<file path="config.mk">
export PLATFORM = sky130hd
export DESIGN_NAME = ttp_sqrt
export DESIGN_NICKNAME = d
export VERILOG_FILES = /design/src/hdl/ttp_pkg.sv /design/src/hdl/ttp_sqrt.sv
export SDC_FILE = /design/constraint.sdc
export NUM_CORES = 2
export LEC_CHECK = 0
export ABC_AREA = 1
export BUFFER_PORTS_ARGS = -buffer_cell sky130_fd_sc_hd__buf_4
export CAP_MARGIN = 20
export CORE_MARGIN = 2
export CORE_UTILIZATION = 35
export CTS_CLUSTER_DIAMETER = 50
export DETAILED_ROUTE_END_ITERATION = 10
export GPL_TIMING_DRIVEN = 0
export SLEW_MARGIN = 20
export SYNTH_ARGS = -nofsm -noshare
export SYNTH_HDL_FRONTEND = slang
export SYNTH_SLANG_ARGS = --single-unit
</file>
<file path="constraint.sdc">
create_clock -name i_clk -period 11.7 [get_ports i_clk]
set_clock_uncertainty 0.05 [all_clocks]
set_input_delay 2.34 -clock i_clk [delete_from_list [all_inputs] [get_ports i_clk]]
set_output_delay 2.34 -clock i_clk [all_outputs]
set_load 0.03 [all_outputs]
</file>
<file path="src/hdl/ttp_pkg.sv">
package ttp_pkg;

    // Angle wrap constants, Q16.16
    localparam logic [19:0] PI_Q16     = 20'd205887;
    localparam logic [32:0] TWO_PI_Q16 = 33'd411774;
    // PI plus a multiple of two pi that lifts any 32-bit distance above zero
    localparam logic [33:0] WRAP_OFFSET = 34'd2148019071;
    localparam int WRAP_STEPS     = 14;
    localparam int WRAP_PER_STAGE = 2;
    localparam int WRAP_STAGES    = WRAP_STEPS / WRAP_PER_STAGE;

    localparam logic [31:0] MAX32       = 32'hFFFF_FFFF;
    localparam logic [31:0] LIMIT_RESET = 32'd65536;

    // Default step counts of the iterative units
    localparam int DIV_STEPS_DEF  = 4;
    localparam int SQRT_STEPS_DEF = 4;

    // Configuration register indexes
    typedef logic [0:0] t_cfg_idx;
    localparam t_cfg_idx REG_ACCEL = 1'b0;
    localparam t_cfg_idx REG_SPEED = 1'b1;

    // Plan data riding along the final divide
    typedef struct packed {
        logic        trap;
        logic [31:0] ramp;
    } t_plan_side;

    // Plan data riding along the square root
    typedef struct packed {
        logic        trap;
        logic [31:0] ramp;
        logic [31:0] run;
    } t_root_side;

endpackage

</file>
<file path="src/hdl/ttp_sqrt.sv">
module ttp_sqrt import ttp_pkg::*; #(
    parameter int RAD_W  = 64,
    parameter int STEPS  = SQRT_STEPS_DEF,
    parameter int SIDE_W = 1
) (
    input  logic                 i_clk,
    input  logic                 i_rst_n,
    input  logic                 i_valid,
    input  logic [RAD_W-1:0]     i_rad,
    input  logic [SIDE_W-1:0]    i_side,
    output logic                 o_valid,
    output logic [RAD_W/2-1:0]   o_root,
    output logic [SIDE_W-1:0]    o_side
);

    localparam int ROOT_W = RAD_W / 2;
    localparam int REM_W  = ROOT_W + 1;
    localparam int NSTG   = ROOT_W / STEPS;

    logic              r_valid [NSTG];
    logic [RAD_W-1:0]  r_rad   [NSTG];
    logic [REM_W-1:0]  r_rem   [NSTG];
    logic [ROOT_W-1:0] r_root  [NSTG];
    logic [SIDE_W-1:0] r_side  [NSTG];

    for (genvar s = 0; s < NSTG; s++) begin : g_stg
        logic              in_valid;
        logic [RAD_W-1:0]  in_rad;
        logic [REM_W-1:0]  in_rem;
        logic [ROOT_W-1:0] in_root;
        logic [SIDE_W-1:0] in_side;
        logic [RAD_W-1:0]  n_rad;
        logic [REM_W-1:0]  n_rem;
        logic [ROOT_W-1:0] n_root;
        logic [REM_W+1:0]  t;
        logic [ROOT_W+1:0] trial;

        if (s == 0) begin : g_first
            assign in_valid = i_valid;
            assign in_rad   = i_rad;
            assign in_rem   = '0;
            assign in_root  = '0;
            assign in_side  = i_side;
        end else begin : g_next
            assign in_valid = r_valid[s-1];
            assign in_rad   = r_rad[s-1];
            assign in_rem   = r_rem[s-1];
            assign in_root  = r_root[s-1];
            assign in_side  = r_side[s-1];
        end

        // Digit-by-digit root, one result bit per step
        always_comb begin
            n_rad  = in_rad;
            n_rem  = in_rem;
            n_root = in_root;
            t      = '0;
            trial  = '0;
            for (int k = 0; k < STEPS; k++) begin
                t     = {n_rem, n_rad[RAD_W-1:RAD_W-2]};
                n_rad = {n_rad[RAD_W-3:0], 2'b00};
                trial = {n_root, 2'b01};
                if (t >= {1'b0, trial}) begin
                    t      = t - {1'b0, trial};
                    n_root = {n_root[ROOT_W-2:0], 1'b1};
                end else begin
                    n_root = {n_root[ROOT_W-2:0], 1'b0};
                end
                n_rem = t[REM_W-1:0];
            end
        end

        always_ff @(posedge i_clk) begin
            if (!i_rst_n) begin
                r_valid[s] <= 1'b0;
            end else begin
                r_valid[s] <= in_valid;
            end
        end

        always_ff @(posedge i_clk) begin
            r_rad[s]  <= n_rad;
            r_rem[s]  <= n_rem;
            r_root[s] <= n_root;
            r_side[s] <= in_side;
        end
    end

    assign o_valid = r_valid[NSTG-1];
    assign o_root  = r_root[NSTG-1];
    assign o_side  = r_side[NSTG-1];

endmodule

</file>
==> results.md <==
Flow run:
- The number of max-capacitance violations reported is 0.

Yosys:
- The number of distinct library cells after synthesis is 69.
- The largest area contributor in the netlist is sky130_fd_sc_hd__nand2_1.
- The top flip-flop cell by instance count after synthesis is sky130_fd_sc_hd__dfxtp_1.
- The count of yosys warnings during synthesis is 0.
- The number of flops mapped to enable cells by yosys is 0.
- Counting flops and latches in the post-synthesis netlist gives 615.
- The mapped netlist covers 67,200 µm².
- Of the post-synthesis cell area, the dominant cell type holds 19.6%.
- The gate count of the mapped netlist is 11,600.
- Sequential cells were found to cover 18.3% of the synthesized design area.
- Ranked by total cell area, the synthesized netlist is headed by sky130_fd_sc_hd__nand2_1, sky130_fd_sc_hd__dfxtp_1, sky130_fd_sc_hd__ha_1.
- The async set or reset register ratio after synthesis is 0%.
- The synthesized area per cell is 5.79 µm².

STA:
- Derived from the worst setup path, the maximum achievable clock frequency is 89.6 MHz.
- For the pin with the worst max-slew slack, the measured transition is 758 ps.
- The minimum clock period is 11,160 ps.
- The count of final max-slew check failures came to 0.
- Hold timing on the final database bottoms out at a slack of 248 ps.
- The tightest slew margin relative to the limit is 48.9%.
- The count of final hold-check violations was 0.
- Setup violations remaining at the end of the flow were counted as 0.
- In the final timing run, aggregate negative setup slack is 0 ps.
- Dividing the final minimum period by the clock period gives 95.4%.

Layout:
- The net total in the final layout is 12,400.
- Counting the fill cells in the layout gives 21,200.
- The area growth from synthesis to final layout is 11.0%.
- Leaving out fill and tap cells, the most frequent cell in the layout is sky130_fd_sc_hd__nand2_1.
- In the layout the commonest cells are sky130_fd_sc_hd__nand2_1, sky130_fd_sc_hd__inv_1, sky130_fd_sc_hd__nor2_1.
- The number of cells in the finished layout apart from fillers is 14,400.
- The fraction of layout instances using a drive strength above 1 is 5.78%.

Critical path:
- The critical path startpoint is r_root[1][47]$_DFF_P_.
- The number of cells on the worst reg-to-reg path is 59.
- The top fanout value on the critical path is 10.
- The beginning of the worst register-to-register path is r_root[1][47]$_DFF_P_.
- In this design, the stage delay of the slowest critical-path cell is 480 ps.
- The setup path with the least slack is of type reg2reg.
- Counting stages on the worst path, the most repeated cell is sky130_fd_sc_hd__nand2_1.
- STA puts the critical path data required time at 12,240 ps.
- The arrival time at the worst endpoint is 11,700 ps.
- The critical path's slowest cell is sky130_fd_sc_hd__dfxtp_1.
- The launching element type of the critical path is a flip-flop.
- STA classifies the critical path endpoint as a flip-flop.

Placed design:
- The placed instance count is 14,200.
- At the end of routability-driven placement, the weighted congestion stood at 0.973.
- Input and output buffers added on the ports amount to 100.
- Detailed placement ended at an HPWL of 212,000 µm.

GRT:
- The pin count of the biggest net entering global routing is 20.
- The first-pass GRT wire length is 380,000 µm.
- The number of antenna violations at the first check in global routing came to 0.
- The global-route congestion overflow total is 0.
- The total global routing track utilization is 24.4%.
- The number of global-route vias before repair was 67,600.

Die:
- The standard cell core area is 190,000 µm².
- The die outline area is 196,000 µm².
- 102 I/O pins were placed.
- The vertical extent of the die is 442 µm.
- The initial core utilization is 35.3%.
- Measured along the x axis, the die boundary spans 442 µm.
- The standard-cell row count is 160.

Routing:
- The average wire per standard cell is 17.3 µm.
- For this block, the routed nets add up to 249,000 µm of wire.
- The count of nets left with antenna violations once routing finished came out at 0.
- Using the TritonRoute via totals, the vias-per-cell ratio works out to 5.13.
- For this run, design rule violations remaining after detail routing come to 0.
- The first-pass iteration count of the detailed router is 6.
- For this block, the via count after detailed routing is 73,700.
- After the first detailed-routing iteration, the DRC count stood at 6,236.

Pwr:
- The analysis attributes to cell leakage a power of 38.4 nW.
- Across the VDD grid, the largest voltage drop is 0.144 mV.
- For this design the ratio of total power to cell area is 183 nW/µm².

Clock network:
- After clock tree synthesis, the clock-pin slew on the worst setup and hold paths is 60 ps.
- TritonCTS built the clock tree.
- Buffers inserted during clock tree synthesis total 89.
- The library cell used as clock root buffer is sky130_fd_sc_hd__clkbuf_16.
- The source-to-sink clock delay at the later pin of the worst-skew pair is 760 ps.
- The number of clock sinks is 615.
- The maximum number of buffers from clock root to sink is 3.
- The number of H-tree levels is 3.
- The cts-stage hold buffer count is 0.

Min path:
- In this run the most critical hold path is launched from r_rad[5][47]$_DFF_P_.
- The class of the most critical hold timing path is reg2reg.
- Counting instances, the worst hold path has a depth of 0.

Outcome:
- The run finished with clean final reports.
-- per-layer routing --
layer  part of all wire, %  wire (µm)  track usage, %  vias up
met5                     0          0               0        -
met4                   3.1       7700            7.45        0
met3                   6.0      14800            2.68      345
met2                    45     113000            40.8     2268
met1                    46     113000            32.6    33100
li1                      -          -               -    38000
-- stage by stage --
step	setup slack, ps	instance area [µm²]	utilization (%)	power [mW]
after global routing	-9.59	74600	39.2	14.9
after floorplan	2990	67200	-	8.55
after global placement	-1420	71100	37.4	10.7
after CTS	5.16	74300	39.0	13.6
after detailed placement	-1290	71100	37.4	10.7
final	540	74600	39.2	13.7
-- synthesized netlist by cell type (29+ instances only) --
cell / number
sky130_fd_sc_hd__xnor2_1: 288
sky130_fd_sc_hd__nor3_1: 161
sky130_fd_sc_hd__a21o_1: 29
sky130_fd_sc_hd__nand2_2: 29
sky130_fd_sc_hd__a31oi_1: 58
sky130_fd_sc_hd__dfxtp_1: 615
sky130_fd_sc_hd__clkbuf_1: 67
sky130_fd_sc_hd__o21bai_1: 30
sky130_fd_sc_hd__inv_2: 31
sky130_fd_sc_hd__nor2_2: 48
sky130_fd_sc_hd__o21a_1: 52
sky130_fd_sc_hd__xor2_1: 181
sky130_fd_sc_hd__o21ai_1: 35
sky130_fd_sc_hd__nand3_2: 53
sky130_fd_sc_hd__ha_1: 560
sky130_fd_sc_hd__nand3_1: 887
sky130_fd_sc_hd__o21ai_0: 724
sky130_fd_sc_hd__nand2_1: 3508
sky130_fd_sc_hd__nor4_1: 30
sky130_fd_sc_hd__a21oi_1: 655
sky130_fd_sc_hd__or2_2: 34
sky130_fd_sc_hd__inv_1: 1646
sky130_fd_sc_hd__nor2_1: 1298
sky130_fd_sc_hd__nand4_1: 227
sky130_fd_sc_hd__nand3b_1: 85
-- worst paths after layout --
check	to	slack, ps
max	r_rem[6][5]$_DFF_P_	540
min	r_rad[6][55]$_DFF_P_	250
max reg2reg	r_rem[6][5]$_DFF_P_	540
min reg2reg	r_rad[6][55]$_DFF_P_	250
-- timing repair --
| item | 4_1_cts | 5_1_grt |
|---|---|---|
| pin swaps | 0 | 9 |
| endpoints found under the hold margin | 0 | 0 |
| setup endpoints to repair | 103 | 171 |
| setup buffers | 0 | 10 |
| resized for setup | 41 | 147 |
-- sequential cells by signal, summed over array words and instances (netlist names) --
signal   flops
r_root     144
r_side       8
r_rad      224
r_rem      231
r_valid      8
-- final cells by class --
| class | count | area, µm² | area share (%) |
|---|---|---|---|
| multi-input cells | 9165 | 47900 | 64.2 |
| clock buffers | 106 | 2400 | 3.22 |
| well taps | 2511 | 3140 | 4.21 |
| inverters | 1681 | 6320 | 8.47 |
| flip-flops and latches | 615 | 12300 | 16.5 |
| clock inverters | 60 | 767 | 1.03 |
| diodes | 1 | 2.50 | 0.00335 |
| plain buffers | 138 | 922 | 1.24 |
| repair buffers | 110 | 826 | 1.11 |
-- power breakdown --
part           internal [mW]  leakage (nW)  switching (mW)
combinational           2.47          31.7            5.63
sequential              2.45          5.14           0.310
clock                   1.66          1.53            1.14
-- kinds of logic after synthesis --
group	Yosys count	share of synthesized area [%]
DFF	615	18.3
xor gates and xnor gates	469	6.11
and+or+nand+nor	6434	40.8
buffers and inverters	1824	10.6
muxes	1	0.0149
AOI/OAI and AO/OA	1697	13.7
other	1	0.00558
adders and majority gates	560	10.4
-- critical path, delay by kind of cell, from the launching register on --
family	cells	cell delay, ps
compound gates	5	850
fa+ha+maj	4	1540
buf+inv	18	3480
flops	1	480
simple gates	32	4520
No activity file was read; power rests on OpenSTA's default activity.
